**src/rtl/core/bpsc_pkg.sv**
```systemverilog
`timescale 1ns / 1ps
// ----------------------------------------------------------------------------
// bpsc_pkg
// Shared types, constants and the microcode store of the battery power
// sample check.
// ----------------------------------------------------------------------------
package bpsc_pkg;

    // field widths
    localparam int TS_W     = 64;
    localparam int PIN_W    = 16;
    localparam int SEQ_W    = 32;
    localparam int STATUS_W = 3;
    localparam int MV_W     = 20;
    localparam int MA_W     = 20;
    localparam int RATIO_W  = 17;
    localparam int QUO_W    = 16;
    localparam int CFG_W    = 40;
    localparam int IDX_W    = 3;
    localparam int VGAIN_W  = 24;
    localparam int CGAIN_W  = 24;
    localparam int OFFS_W   = 16;
    localparam int WIN_W    = 40;

    // multiplier operands and product
    localparam int MUL_A_W  = PIN_W + 1;
    localparam int MUL_B_W  = VGAIN_W + 1;
    localparam int PROD_W   = MUL_A_W + MUL_B_W;
    localparam int FRAC_W   = 16;
    localparam int SCALED_W = PROD_W - FRAC_W;

    // register indexes
    localparam logic [IDX_W-1:0] REG_VOLTAGE_GAIN   = 3'd0;
    localparam logic [IDX_W-1:0] REG_CURRENT_OFFSET = 3'd1;
    localparam logic [IDX_W-1:0] REG_CURRENT_GAIN   = 3'd2;
    localparam logic [IDX_W-1:0] REG_VOLTAGE_WINDOW = 3'd3;
    localparam logic [IDX_W-1:0] REG_CURRENT_WINDOW = 3'd4;
    localparam logic [IDX_W-1:0] REG_EMPTY_LEVEL    = 3'd5;
    localparam logic [IDX_W-1:0] REG_FULL_LEVEL     = 3'd6;

    // register reset values
    localparam logic [VGAIN_W-1:0] VOLTAGE_GAIN_RST   = 24'd65536;
    localparam logic [CGAIN_W-1:0] CURRENT_GAIN_RST   = 24'd65536;
    localparam logic [WIN_W-1:0]   VOLTAGE_WINDOW_RST = 40'hFFFFF_00000;
    localparam logic [WIN_W-1:0]   CURRENT_WINDOW_RST = 40'h80000_80000;

    // status codes
    localparam logic [STATUS_W-1:0] STATUS_OK          = 3'd0;
    localparam logic [STATUS_W-1:0] STATUS_BAD_TIME    = 3'd1;
    localparam logic [STATUS_W-1:0] STATUS_NO_DATA     = 3'd2;
    localparam logic [STATUS_W-1:0] STATUS_BAD_VOLTAGE = 3'd3;
    localparam logic [STATUS_W-1:0] STATUS_BAD_CURRENT = 3'd4;

    // saturation bounds and full charge
    localparam logic [MV_W-1:0]        MV_MAX      = 20'hFFFFF;
    localparam logic signed [MA_W-1:0] MA_MAX      = 20'sh7FFFF;
    localparam logic signed [MA_W-1:0] MA_MIN      = 20'sh80000;
    localparam logic [RATIO_W-1:0]     RATIO_FULL  = 17'h10000;
    localparam logic [PROD_W-1:0]      ROUND_HALF  = 42'd32768;

    typedef struct packed {
        logic [VGAIN_W-1:0] voltage_gain;
        logic [OFFS_W-1:0]  current_zero_offset;
        logic [CGAIN_W-1:0] current_gain;
        logic [WIN_W-1:0]   voltage_window;
        logic [WIN_W-1:0]   current_window;
        logic [MV_W-1:0]    empty_level;
        logic [MV_W-1:0]    full_level;
    } cfg_t;

    typedef struct packed {
        logic [TS_W-1:0]  timestamp_us;
        logic             voltage_read_ok;
        logic [PIN_W-1:0] voltage_pin_mv;
        logic             current_read_ok;
        logic [PIN_W-1:0] current_pin_mv;
    } sample_t;

    // micro-operations of the datapath
    typedef enum logic [3:0] {
        UOP_NOP   = 4'd0,
        UOP_CHK   = 4'd1,
        UOP_MUL_V = 4'd2,
        UOP_BUS   = 4'd3,
        UOP_MUL_C = 4'd4,
        UOP_CUR   = 4'd5,
        UOP_WIN   = 4'd6,
        UOP_RANGE = 4'd7,
        UOP_DIV   = 4'd8,
        UOP_OUT   = 4'd9
    } uop_t;

    // jump conditions
    typedef enum logic [2:0] {
        COND_NONE       = 3'd0,
        COND_ALWAYS     = 3'd1,
        COND_EARLY_FAIL = 3'd2,
        COND_WIN_FAIL   = 3'd3,
        COND_RATIO_EDGE = 3'd4,
        COND_DIV_MORE   = 3'd5,
        COND_OUT_BUSY   = 3'd6
    } cond_t;

    localparam int STEP_W = 4;

    // program steps
    localparam logic [STEP_W-1:0] STEP_CHK   = 4'd0;
    localparam logic [STEP_W-1:0] STEP_MUL_V = 4'd1;
    localparam logic [STEP_W-1:0] STEP_BUS   = 4'd2;
    localparam logic [STEP_W-1:0] STEP_MUL_C = 4'd3;
    localparam logic [STEP_W-1:0] STEP_CUR   = 4'd4;
    localparam logic [STEP_W-1:0] STEP_WIN   = 4'd5;
    localparam logic [STEP_W-1:0] STEP_RANGE = 4'd6;
    localparam logic [STEP_W-1:0] STEP_DIV   = 4'd7;
    localparam logic [STEP_W-1:0] STEP_OUT   = 4'd8;

    typedef struct packed {
        uop_t              op;
        cond_t             cond;
        logic [STEP_W-1:0] target;
    } ctrl_t;

    typedef struct packed {
        logic early_fail;
        logic win_fail;
        logic ratio_edge;
        logic div_more;
    } flags_t;

    typedef struct packed {
        logic [STATUS_W-1:0]   status;
        logic [MV_W-1:0]       bus_voltage_mv;
        logic signed [MA_W-1:0] battery_current_ma;
        logic [RATIO_W-1:0]    charge_ratio;
    } result_t;

    // microcode store: one control word per step
    function automatic ctrl_t ucode_rom(input logic [STEP_W-1:0] step);
        ctrl_t w;
        w = '{op: UOP_NOP, cond: COND_ALWAYS, target: STEP_OUT};
        unique case (step)
            STEP_CHK:   w = '{op: UOP_CHK,   cond: COND_EARLY_FAIL, target: STEP_OUT};
            STEP_MUL_V: w = '{op: UOP_MUL_V, cond: COND_NONE,       target: STEP_CHK};
            STEP_BUS:   w = '{op: UOP_BUS,   cond: COND_NONE,       target: STEP_CHK};
            STEP_MUL_C: w = '{op: UOP_MUL_C, cond: COND_NONE,       target: STEP_CHK};
            STEP_CUR:   w = '{op: UOP_CUR,   cond: COND_NONE,       target: STEP_CHK};
            STEP_WIN:   w = '{op: UOP_WIN,   cond: COND_WIN_FAIL,   target: STEP_OUT};
            STEP_RANGE: w = '{op: UOP_RANGE, cond: COND_RATIO_EDGE, target: STEP_OUT};
            STEP_DIV:   w = '{op: UOP_DIV,   cond: COND_DIV_MORE,   target: STEP_DIV};
            STEP_OUT:   w = '{op: UOP_OUT,   cond: COND_OUT_BUSY,   target: STEP_OUT};
            default:    w = '{op: UOP_NOP,   cond: COND_ALWAYS,     target: STEP_OUT};
        endcase
        return w;
    endfunction

endpackage

```
**src/rtl/core/bpsc_datapath.sv**
```systemverilog
`timescale 1ns / 1ps
// ----------------------------------------------------------------------------
// bpsc_datapath
// Working registers, shared multiplier, window checks and the restoring
// divider, driven one control word per cycle.
// ----------------------------------------------------------------------------
module bpsc_datapath
(
    input  logic              clk,
    input  bpsc_pkg::uop_t    op,
    input  bpsc_pkg::cfg_t    cfg,
    input  bpsc_pkg::sample_t sample,
    output bpsc_pkg::flags_t  flags,
    output bpsc_pkg::result_t result
);

    logic [bpsc_pkg::STATUS_W-1:0]       status_reg;
    logic [bpsc_pkg::MV_W-1:0]           bus_reg;
    logic signed [bpsc_pkg::MA_W-1:0]    cur_reg;
    logic [bpsc_pkg::RATIO_W-1:0]        ratio_reg;
    logic signed [bpsc_pkg::MUL_A_W-1:0] diff_reg;
    logic signed [bpsc_pkg::PROD_W-1:0]  prod_reg;
    logic [bpsc_pkg::MV_W-1:0]           span_reg;
    logic [bpsc_pkg::MV_W-1:0]           rem_reg;
    logic [bpsc_pkg::QUO_W-1:0]          quo_reg;
    logic [3:0]                          cnt_reg;

    logic signed [bpsc_pkg::MUL_A_W-1:0]  mul_a;
    logic signed [bpsc_pkg::MUL_B_W-1:0]  mul_b;
    logic signed [bpsc_pkg::PROD_W-1:0]   mul_p;
    logic signed [bpsc_pkg::PROD_W-1:0]   rounded;
    logic signed [bpsc_pkg::SCALED_W-1:0] scaled;
    logic [bpsc_pkg::MV_W-1:0]            bus_sat;
    logic signed [bpsc_pkg::MA_W-1:0]     cur_sat;
    logic                                 ts_zero;
    logic                                 read_fail;
    logic                                 v_fail;
    logic                                 c_fail;
    logic                                 span_pos;
    logic [bpsc_pkg::MV_W:0]              rem_sh;
    logic                                 rem_ge;
    logic [bpsc_pkg::MV_W-1:0]            rem_next;
    logic [bpsc_pkg::QUO_W-1:0]           quo_next;

    // shared multiplier: voltage operands are zero-extended
    always_comb
    begin
        if (op == bpsc_pkg::UOP_MUL_V)
        begin
            mul_a = $signed({1'b0, sample.voltage_pin_mv});
            mul_b = $signed({1'b0, cfg.voltage_gain});
        end
        else
        begin
            mul_a = diff_reg;
            mul_b = $signed({cfg.current_gain[bpsc_pkg::CGAIN_W-1], cfg.current_gain});
        end
        mul_p = mul_a * mul_b;
    end

    // round half up and saturate
    always_comb
    begin
        rounded = prod_reg + $signed(bpsc_pkg::ROUND_HALF);
        scaled  = rounded[bpsc_pkg::PROD_W-1:bpsc_pkg::FRAC_W];
        if (scaled[bpsc_pkg::SCALED_W-1:bpsc_pkg::MV_W] != '0)
            bus_sat = bpsc_pkg::MV_MAX;
        else
            bus_sat = scaled[bpsc_pkg::MV_W-1:0];
        if (scaled > $signed({{(bpsc_pkg::SCALED_W-bpsc_pkg::MA_W){1'b0}}, bpsc_pkg::MA_MAX}))
            cur_sat = bpsc_pkg::MA_MAX;
        else if (scaled < $signed({{(bpsc_pkg::SCALED_W-bpsc_pkg::MA_W){1'b1}},
                                   bpsc_pkg::MA_MIN}))
            cur_sat = bpsc_pkg::MA_MIN;
        else
            cur_sat = scaled[bpsc_pkg::MA_W-1:0];
    end

    // status checks
    always_comb
    begin
        ts_zero   = (sample.timestamp_us == '0);
        read_fail = !sample.voltage_read_ok || !sample.current_read_ok;
        v_fail    = (bus_reg < cfg.voltage_window[19:0]) ||
                    (bus_reg > cfg.voltage_window[39:20]);
        c_fail    = (cur_reg < $signed(cfg.current_window[19:0])) ||
                    (cur_reg > $signed(cfg.current_window[39:20]));
        span_pos  = (cfg.full_level > cfg.empty_level);
    end

    // one restoring division step
    always_comb
    begin
        rem_sh = {rem_reg, 1'b0};
        rem_ge = (rem_sh >= {1'b0, span_reg});
        if (rem_ge)
        begin
            rem_next = rem_sh[bpsc_pkg::MV_W-1:0] - span_reg;
            quo_next = {quo_reg[bpsc_pkg::QUO_W-2:0], 1'b1};
        end
        else
        begin
            rem_next = rem_sh[bpsc_pkg::MV_W-1:0];
            quo_next = {quo_reg[bpsc_pkg::QUO_W-2:0], 1'b0};
        end
    end

    // flags for the sequencer
    always_comb
    begin
        flags.early_fail = ts_zero || read_fail;
        flags.win_fail   = v_fail || c_fail || !span_pos;
        flags.ratio_edge = (bus_reg <= cfg.empty_level) || (bus_reg >= cfg.full_level);
        flags.div_more   = (cnt_reg != 4'd15);
    end

    // working registers
    always_ff @(posedge clk)
    begin
        unique case (op)
            bpsc_pkg::UOP_CHK:
            begin
                bus_reg   <= '0;
                cur_reg   <= '0;
                ratio_reg <= '0;
                diff_reg  <= $signed({1'b0, sample.current_pin_mv}) -
                             $signed({1'b0, cfg.current_zero_offset});
                if (ts_zero)
                    status_reg <= bpsc_pkg::STATUS_BAD_TIME;
                else if (read_fail)
                    status_reg <= bpsc_pkg::STATUS_NO_DATA;
                else
                    status_reg <= bpsc_pkg::STATUS_OK;
            end
            bpsc_pkg::UOP_MUL_V, bpsc_pkg::UOP_MUL_C:
            begin
                prod_reg <= mul_p;
            end
            bpsc_pkg::UOP_BUS:
            begin
                bus_reg <= bus_sat;
            end
            bpsc_pkg::UOP_CUR:
            begin
                cur_reg <= cur_sat;
            end
            bpsc_pkg::UOP_WIN:
            begin
                if (v_fail)
                    status_reg <= bpsc_pkg::STATUS_BAD_VOLTAGE;
                else if (c_fail)
                    status_reg <= bpsc_pkg::STATUS_BAD_CURRENT;
                else
                    status_reg <= bpsc_pkg::STATUS_OK;
            end
            bpsc_pkg::UOP_RANGE:
            begin
                if (bus_reg >= cfg.full_level)
                    ratio_reg <= bpsc_pkg::RATIO_FULL;
                else
                    ratio_reg <= '0;
                span_reg <= cfg.full_level - cfg.empty_level;
                rem_reg  <= bus_reg - cfg.empty_level;
                quo_reg  <= '0;
                cnt_reg  <= '0;
            end
            bpsc_pkg::UOP_DIV:
            begin
                rem_reg <= rem_next;
                quo_reg <= quo_next;
                cnt_reg <= cnt_reg + 4'd1;
                if (cnt_reg == 4'd15)
                    ratio_reg <= {1'b0, quo_next};
            end
            default:
            begin
            end
        endcase
    end

    assign result.status             = status_reg;
    assign result.bus_voltage_mv     = bus_reg;
    assign result.battery_current_ma = cur_reg;
    assign result.charge_ratio       = ratio_reg;

endmodule

```
**src/rtl/core/battery_power_sample_check.sv**
```systemverilog
`timescale 1ns / 1ps
// The microprogram jumps to the output step for a zero timestamp or a failed
// read, for a window failure or a non-positive charge span, and when the
// voltage is at or beyond a charge level; otherwise the 16-step divider runs.
// The next sample is taken the cycle after the result is registered. Reset
// restores the register defaults and clears the sample counter and all
// handshake state.
// ----------------------------------------------------------------------------
// battery_power_sample_check
// Microcoded checker that scales one ADC sample pair, tests it against the
// configured windows and computes the remaining charge ratio.
// ----------------------------------------------------------------------------
module battery_power_sample_check
(
    input  logic                                  clk,
    input  logic                                  rst_n,

    input  logic                                  cfg_write,
    input  logic [bpsc_pkg::IDX_W-1:0]            cfg_index,
    input  logic [bpsc_pkg::CFG_W-1:0]            cfg_data,

    input  logic                                  in_valid,
    output logic                                  in_ready,
    input  logic [bpsc_pkg::TS_W-1:0]             timestamp_us,
    input  logic                                  voltage_read_ok,
    input  logic [bpsc_pkg::PIN_W-1:0]            voltage_pin_mv,
    input  logic                                  current_read_ok,
    input  logic [bpsc_pkg::PIN_W-1:0]            current_pin_mv,

    output logic                                  out_valid,
    input  logic                                  out_ready,
    output logic [bpsc_pkg::TS_W-1:0]             sample_time,
    output logic [bpsc_pkg::SEQ_W-1:0]            sequence_number,
    output logic [bpsc_pkg::STATUS_W-1:0]         status,
    output logic                                  valid_res,
    output logic [bpsc_pkg::MV_W-1:0]             bus_voltage_mv,
    output logic signed [bpsc_pkg::MA_W-1:0]      battery_current_ma,
    output logic [bpsc_pkg::RATIO_W-1:0]          charge_ratio
);

    bpsc_pkg::cfg_t               cfg_reg;
    bpsc_pkg::sample_t            sample_reg;
    logic [bpsc_pkg::SEQ_W-1:0]   counter_reg;
    logic [bpsc_pkg::SEQ_W-1:0]   seq_reg;
    logic                         busy_reg;
    logic [bpsc_pkg::STEP_W-1:0]  step_reg;
    logic [bpsc_pkg::STEP_W-1:0]  step_next;
    logic                         out_valid_reg;

    logic [bpsc_pkg::TS_W-1:0]     out_time_reg;
    logic [bpsc_pkg::SEQ_W-1:0]    out_seq_reg;
    bpsc_pkg::result_t             out_res_reg;

    bpsc_pkg::ctrl_t   ctrl;
    bpsc_pkg::uop_t    op;
    bpsc_pkg::flags_t  flags;
    bpsc_pkg::result_t result;
    logic              out_free;
    logic              jump;
    logic              accept;
    logic              finish;

    // configuration writes, out-of-range indexes are dropped
    always_ff @(posedge clk or negedge rst_n)
    begin
        if (!rst_n)
        begin
            cfg_reg.voltage_gain        <= bpsc_pkg::VOLTAGE_GAIN_RST;
            cfg_reg.current_zero_offset <= '0;
            cfg_reg.current_gain        <= bpsc_pkg::CURRENT_GAIN_RST;
            cfg_reg.voltage_window      <= bpsc_pkg::VOLTAGE_WINDOW_RST;
            cfg_reg.current_window      <= bpsc_pkg::CURRENT_WINDOW_RST;
            cfg_reg.empty_level         <= '0;
            cfg_reg.full_level          <= '0;
        end
        else if (cfg_write)
        begin
            unique case (cfg_index)
                bpsc_pkg::REG_VOLTAGE_GAIN:
                    cfg_reg.voltage_gain <= cfg_data[bpsc_pkg::VGAIN_W-1:0];
                bpsc_pkg::REG_CURRENT_OFFSET:
                    cfg_reg.current_zero_offset <= cfg_data[bpsc_pkg::OFFS_W-1:0];
                bpsc_pkg::REG_CURRENT_GAIN:
                    cfg_reg.current_gain <= cfg_data[bpsc_pkg::CGAIN_W-1:0];
                bpsc_pkg::REG_VOLTAGE_WINDOW:
                    cfg_reg.voltage_window <= cfg_data[bpsc_pkg::WIN_W-1:0];
                bpsc_pkg::REG_CURRENT_WINDOW:
                    cfg_reg.current_window <= cfg_data[bpsc_pkg::WIN_W-1:0];
                bpsc_pkg::REG_EMPTY_LEVEL:
                    cfg_reg.empty_level <= cfg_data[bpsc_pkg::MV_W-1:0];
                bpsc_pkg::REG_FULL_LEVEL:
                    cfg_reg.full_level <= cfg_data[bpsc_pkg::MV_W-1:0];
                default:
                begin
                end
            endcase
        end
    end

    // control word fetch and jump decision
    always_comb
    begin
        ctrl     = bpsc_pkg::ucode_rom(step_reg);
        op       = busy_reg ? ctrl.op : bpsc_pkg::UOP_NOP;
        out_free = !out_valid_reg || out_ready;
        unique case (ctrl.cond)
            bpsc_pkg::COND_NONE:       jump = 1'b0;
            bpsc_pkg::COND_ALWAYS:     jump = 1'b1;
            bpsc_pkg::COND_EARLY_FAIL: jump = flags.early_fail;
            bpsc_pkg::COND_WIN_FAIL:   jump = flags.win_fail;
            bpsc_pkg::COND_RATIO_EDGE: jump = flags.ratio_edge;
            bpsc_pkg::COND_DIV_MORE:   jump = flags.div_more;
            bpsc_pkg::COND_OUT_BUSY:   jump = !out_free;
            default:                   jump = 1'b0;
        endcase
        step_next = jump ? ctrl.target : step_reg + 4'd1;
        accept    = in_valid && !busy_reg;
        finish    = busy_reg && (ctrl.op == bpsc_pkg::UOP_OUT) && out_free;
    end

    // sequencer and handshake state
    always_ff @(posedge clk or negedge rst_n)
    begin
        if (!rst_n)
        begin
            busy_reg      <= 1'b0;
            step_reg      <= bpsc_pkg::STEP_CHK;
            counter_reg   <= '0;
            out_valid_reg <= 1'b0;
        end
        else
        begin
            if (accept)
            begin
                busy_reg    <= 1'b1;
                step_reg    <= bpsc_pkg::STEP_CHK;
                counter_reg <= counter_reg + 32'd1;
            end
            else if (finish)
            begin
                busy_reg <= 1'b0;
                step_reg <= bpsc_pkg::STEP_CHK;
            end
            else if (busy_reg)
            begin
                step_reg <= step_next;
            end

            if (finish)
                out_valid_reg <= 1'b1;
            else if (out_ready)
                out_valid_reg <= 1'b0;
        end
    end

    // sample capture and output register
    always_ff @(posedge clk)
    begin
        if (accept)
        begin
            sample_reg.timestamp_us    <= timestamp_us;
            sample_reg.voltage_read_ok <= voltage_read_ok;
            sample_reg.voltage_pin_mv  <= voltage_pin_mv;
            sample_reg.current_read_ok <= current_read_ok;
            sample_reg.current_pin_mv  <= current_pin_mv;
            seq_reg                    <= counter_reg;
        end
        if (finish)
        begin
            out_time_reg <= sample_reg.timestamp_us;
            out_seq_reg  <= seq_reg;
            out_res_reg  <= result;
        end
    end

    bpsc_datapath u_datapath
    (
        .clk    (clk),
        .op     (op),
        .cfg    (cfg_reg),
        .sample (sample_reg),
        .flags  (flags),
        .result (result)
    );

    assign in_ready           = !busy_reg;
    assign out_valid          = out_valid_reg;
    assign sample_time        = out_time_reg;
    assign sequence_number    = out_seq_reg;
    assign status             = out_res_reg.status;
    assign valid_res          = (out_res_reg.status == bpsc_pkg::STATUS_OK);
    assign bus_voltage_mv     = out_res_reg.bus_voltage_mv;
    assign battery_current_ma = out_res_reg.battery_current_ma;
    assign charge_ratio       = out_res_reg.charge_ratio;

endmodule
```
**config.mk**
```make
export PLATFORM = sky130hd
export DESIGN_NAME = battery_power_sample_check
export DESIGN_NICKNAME = d
export VERILOG_FILES = /design/src/rtl/core/bpsc_pkg.sv /design/src/rtl/core/bpsc_datapath.sv /design/src/rtl/core/battery_power_sample_check.sv
export SDC_FILE = /design/constraint.sdc
export NUM_CORES = 2
export LEC_CHECK = 0
export ABC_AREA = 1
export BUFFER_PORTS_ARGS = -buffer_cell sky130_fd_sc_hd__buf_2
export CORE_MARGIN = 2
export CORE_UTILIZATION = 62
export CTS_CLUSTER_DIAMETER = 80
export DETAILED_ROUTE_END_ITERATION = 8
export GPL_TIMING_DRIVEN = 0
export PLACE_DENSITY = 0.81
export SLEW_MARGIN = 20
export SYNTH_ARGS = -nofsm -noshare
export SYNTH_HDL_FRONTEND = slang
export SYNTH_SLANG_ARGS = --single-unit
```
**constraint.sdc**
```tcl
create_clock -name clk -period 8.8 [get_ports clk]
set_clock_uncertainty 0.15 [all_clocks]
set_input_delay 1.76 -clock clk [delete_from_list [all_inputs] [get_ports clk]]
set_output_delay 1.76 -clock clk [all_outputs]
set_load 0.02 [all_outputs]
```
# Word-level counts from Yosys, hierarchy flattened

Memories as Yosys holds them, arrays and structs flattened.
Cells that the tools add are included.

Bits in registers: 686
Memory bits (read-only): 176
Input bits: 146
Output and inout bits: 159
Word-level logic and storage cells: 145
Memories: 1

Memory list:

| memory           | words | bits a word | read ports | clocked after memory_dff | write ports | line            | text |
|---|---|---|---|---|---|---|---|
| (name not given) | 16    | 11          | 1          | 0                        | 0           | bpsc_pkg.sv:141 | `unique case (step)` |

Add/subtract/negate cells: 8
Multipliers: 1
Magnitude comparators: 10
Equal/unequal tests: 24
Multiplexer cells: 30
Reduce and logical (&&, ||, !) cells: 38

Operator list:

| operator               | count |
|---|---|
| $pmux 20 s2            | 3 |
| $mux 20                | 4 |
| $logic_not 64->1       | 1 |
| $gt 20x20->1           | 3 |
| $sub 20x20->20         | 3 |
| $mux 17                | 3 |
| $pmux 17 s3            | 1 |
| $add 42x17->42 const B | 1 |
| $mul 17x25->42         | 1 |
| $lt 20x20->1           | 2 |
| $add 32x1->32 const B  | 1 |
| $pmux 15 s2            | 1 |
| $gt 26x20->1 const B   | 1 |
| $lt 26x20->1 const B   | 1 |
| $mux 25                | 1 |
| $ge 21x20->1           | 1 |
| $ge 20x20->1           | 1 |
| $le 20x20->1           | 1 |
| $mux 4                 | 5 |
| $eq 3x3->1 const B     | 6 |
| $sub 16x16->17         | 1 |
| $eq 4x3->1 const B     | 4 |
| $reduce_and 2->1       | 8 |
| $eq 3x2->1 const B     | 4 |
| 21 further kinds       | 53 |

# Depth between registers and ports, before layout

Word-level depth: 9
Gate-level depth with buffers: 35

# Modules after synthesis

A second synthesis with hierarchy kept.

Cell total of the unflattened synthesis: 4867
Area, all modules: 46602.2 um2

Modules (own cells, without submodules):

| module                     | instances | cells each | area each (um2) | seq. area each (um2) |
|---|---|---|---|---|
| bpsc_datapath              | 1         | 3670       | 29130.4         | 4894.7 |
| battery_power_sample_check | 1         | 1197       | 17471.8         | 14173.6 |

# Least setup slack after synthesis

No wires, ideal clock.

Kind: reg-to-reg
From: reg step_reg[0] (netlist name)
To: reg u_datapath.prod_reg[41] (netlist name) (data pin)
Arrival: 6989 ps
Path slack: 1399 ps
Stages on the path, launching flop included: 29
Path buffers: 2
Clock period less this slack: 7401 ps
Cells stage by stage: dfrtp_1 ha_1 ha_1 nand2_1 nand2_1 nand2_1 nand3_2 buf_2 buf_2 o21ai_2 inv_1 nor2_1 fa_1 fa_1 fa_1 fa_1 fa_1 inv_1 fa_1 inv_1 ha_1 inv_1 nor3_1 and2_1 inv_1 o211ai_1 a21oi_1 o21ai_1 xor2_1

Word-level cells in the longest chain between the ends: 5
Elaborated cells between the ends (all ways): 6
Classes of those cells: 1 x mul; 1 x eq/ne; 3 x mux; 1 x memory

RTL lines:

| what                                | line                              | text |
|---|---|---|
| start: declaration                  | battery_power_sample_check.sv:46  | `logic [bpsc_pkg::STEP_W-1:0] step_reg;` |
| start signal: assignment            | battery_power_sample_check.sv:127 | `step_reg <= bpsc_pkg::STEP_CHK;` |
| start signal: assignment            | battery_power_sample_check.sv:136 | `step_reg <= bpsc_pkg::STEP_CHK;` |
| start signal: assignment            | battery_power_sample_check.sv:142 | `step_reg <= bpsc_pkg::STEP_CHK;` |
| $mem_v2 16x11 *                     | -                                 |  |
| $mux 4 *                            | battery_power_sample_check.sv:104 | `op = busy_reg ? ctrl.op : bpsc_pkg::UOP_NOP;` |
| $eq 4x2->1 *                        | bpsc_datapath.sv:48               | `if (op == bpsc_pkg::UOP_MUL_V)` |
| $mux 17 or $mux 25 (tied branches)  | bpsc_datapath.sv:48               |  |
| $mul 17x25->42 *                    | bpsc_datapath.sv:58               | `mul_p = mul_a * mul_b;` |
| named net u_datapath.mul_p, one bit | bpsc_datapath.sv:30               | `logic signed [bpsc_pkg::PROD_W-1:0] mul_p;` |
| end signal: assignment              | bpsc_datapath.sv:137              | `prod_reg <= mul_p;` |
| end: declaration                    | bpsc_datapath.sv:22               | `logic signed [bpsc_pkg::PROD_W-1:0] prod_reg;` |

The timed path passes the listed nets; every way through them passes the cells marked *.
A chain may end at the register's enable or synchronous reset.

# Worst setup path in the final report

From: reg step_reg[0] (netlist name)
To: reg u_datapath.prod_reg[40] (netlist name) (data pin)

The elaborated chain is that of the path after synthesis.

==> impl_metrics.ini <==
[run_status]
outcome = completed

[synthesis]
synth_top_area_share_pct = 29.5
ys_seq_area_share_pct = 41.7
syn-cell-area_mm2 = 0.0457
syn-instance-count = 4672
synthTopCellsByCount = 932 x inv_1, 817 x nand2_1, 449 x edfxtp_1
synth_edf_count = 449
synth_top_cell_by_area = edfxtp_1
synth.ff_latch_count = 671
synth.most_common_cell = inv_1
ys.flop_type = edfxtp_1
yosysWarnings = 0
postSynthAreaPerCell_um2 = 9.78
syn_nets = 5516
ys_types = 56
synthArstFlopShare_pct = 33.1
synthTopCellsByArea = edfxtp_1 29%, fa_1 18%, dfrtp_1 11%

[min_path]
worst_hold_path.num_cells = 0
min_to = sequence_number[20]
hp-class = reg -> reg
hold_start = seq_reg[20]

[finish]
drive_gt1_share_pct = 11.4
area_growth_syn_to_layout_pct = 12.6
fin_nets = 5919
utilization_pct = 70.6
largest_register_ffs = 184

[timing]
hold_slack_ns = 0.245
worst_slew_pin_slew_ns = 1.06
setup_violations = 0
hold_violations = 0
post-route-period-util_pct = 96.9
relSlewSlack_pct = 28.3
finalMaxSlewViolations = 0
max_freq_mhz = 117
min_period_ns = 8.53

[setup_path]
critPathMaxFanout = 10
r2r-start = step_reg[0]
start_kind = register
crit_top_cell = nand2_1
cp_slowest_cell = fa_1
critPathBufInv = 8
worst_ep_required_time_ns = 9.02
end_kind = register
regToRegSetupSlack_ns = 0.27
worstReg2RegEnd = u_datapath.prod_reg[40]
cp.depth = 31
cp_top_family = adder cells
crit_arrival_ns = 8.74
critPathMaxStageDelay_ns = 0.65
worst-r2r-cell-count = 31
path_class = reg -> reg

[floorplan]
die-area_mm2 = 0.0759
row_count = 99
ios = 305
die_w_um = 276
start_util_pct = 62.7
design.core.area_mm2 = 0.0730
die-height_um = 276

[clock_tree]
cts_root_buf = clkbuf_16
cts_buffers = 67
clockBufferDepth = 3
clock_latency_ns = 0.64
htree_num_levels = 3
hold_buffers = 0
clock_sinks = 671
path_clk_slew_ns = 0.07
cts_tree = built

[drt]
dr.pass1.iters = 9
routed_wl_mm = 127
first_iter_violations = 3323
post-route-drc-count = 0
via_per_inst = 5.75
wl_per_cell_um = 20.9
postRouteAntennaNets = 0
vias = 35000

[global_route]
grt-ovfl-total = 0
grt_max_degree = 109
grt_pass1_wl_mm = 196
antenna_found_initial = 5
grt_pass1_vias = 35400
track_usage_pct = 34.1

[placement]
dp_hpwl_mm = 98.9
port_buffers = 304
place_congestion = 1.01

[job]
max-cap-violations = 0
[cell type report]
type | instances | area [µm²]
Clock buffer | 81 | 1770
Multi-Input combinational cell | 2955 | 22900
Buffer | 104 | 492
Sequential cell | 671 | 19100
Inverter | 941 | 3570
Tap cell | 959 | 1200
Clock inverter | 42 | 524
Antenna cell | 8 | 20.0
Fill cell | 5265 | 21500
Timing Repair Buffer | 335 | 1930
[repair_timing]
action / CTS / global route
endpoints found under the setup margin: 15 / 21
pin swaps: 1 / 10
setup buffers: 0 / 23
cloned: 0 / 0
resized for setup: 35 / 80
[cells by family (layout without fill, tap and decap cells)]
family,after synthesis,in the layout,synth area share (%)
other,0,8,0
xor gates and xnor gates,143,143,2.76
DFF,671,671,41.7
and+or+nand+nor,1472,1472,13.2
adders and majority gates,698,698,26.0
buffers and inverters,1046,1503,8.69
AOI/OAI and AO/OA,642,642,7.61
[per-stage QoR]
stage	cells	setup TNS (ns)	setup WS (ns)	cell area, µm²
finish	6096	0	0.274	51500
global route	6092	-0.0189	-0.0189	51500
CTS	6065	0	0.000592	51000
detailed placement	5943	-4.10	-0.624	48700
global placement	5935	-5.36	-0.608	48400
floorplan	4672	0	1.40	45700
[cell usage in the layout, fill, tap and decap left out, types with 6 or more instances in the layout]
cell and n:
clkbuf_2 30, ha_1 279, a21oi_1 191, o21bai_1 10
o21a_1 13, nor3_1 44, o21ai_2 16, clkbuf_16 68
edfxtp_1 449, inv_6 6, clkinvlp_4 7, nor4_1 24
xnor2_1 42, clkinv_1 13, bufinv_16 7, fa_1 416
dfstp_2 24, o21ai_0 313, a31oi_1 11, clkbuf_1 62
nand4_1 45, buf_4 21, o21ai_4 16, clkbuf_4 6
o211ai_1 12, a21o_1 11, o21ai_1 18, clkinv_2 10
inv_1 929, diode_2 8, nand3_1 108, buf_2 310
a211oi_1 13, nand2_1 815, dfrtp_1 197, xor2_1 100
nor2_1 399, nand3b_1 6
[layer usage]
layer | GRT usage [%] | wire length, µm
met1 | 42.0 | 46100
met4 | 20.0 | 8620
met3 | 6.98 | 11800
met5 | 0 | 0
met2 | 56.2 | 60600
[worst max-delay path by stage]
stage	from	to	slack (ns)
final	step_reg[0]	u_datapath.prod_reg[40]	0.27
after CTS	step_reg[0]	u_datapath.prod_reg[37]	0.0006
after global routing	step_reg[0]	u_datapath.prod_reg[40]	-0.02
after floorplan	step_reg[0]	u_datapath.prod_reg[41]	1.40
after detailed placement	step_reg[0]	u_datapath.prod_reg[40]	-0.62
after global placement	step_reg[0]	u_datapath.prod_reg[40]	-0.61
Power is not shown: default switching activity piles up to over one toggle a cycle in this logic, so the estimate is an artifact.
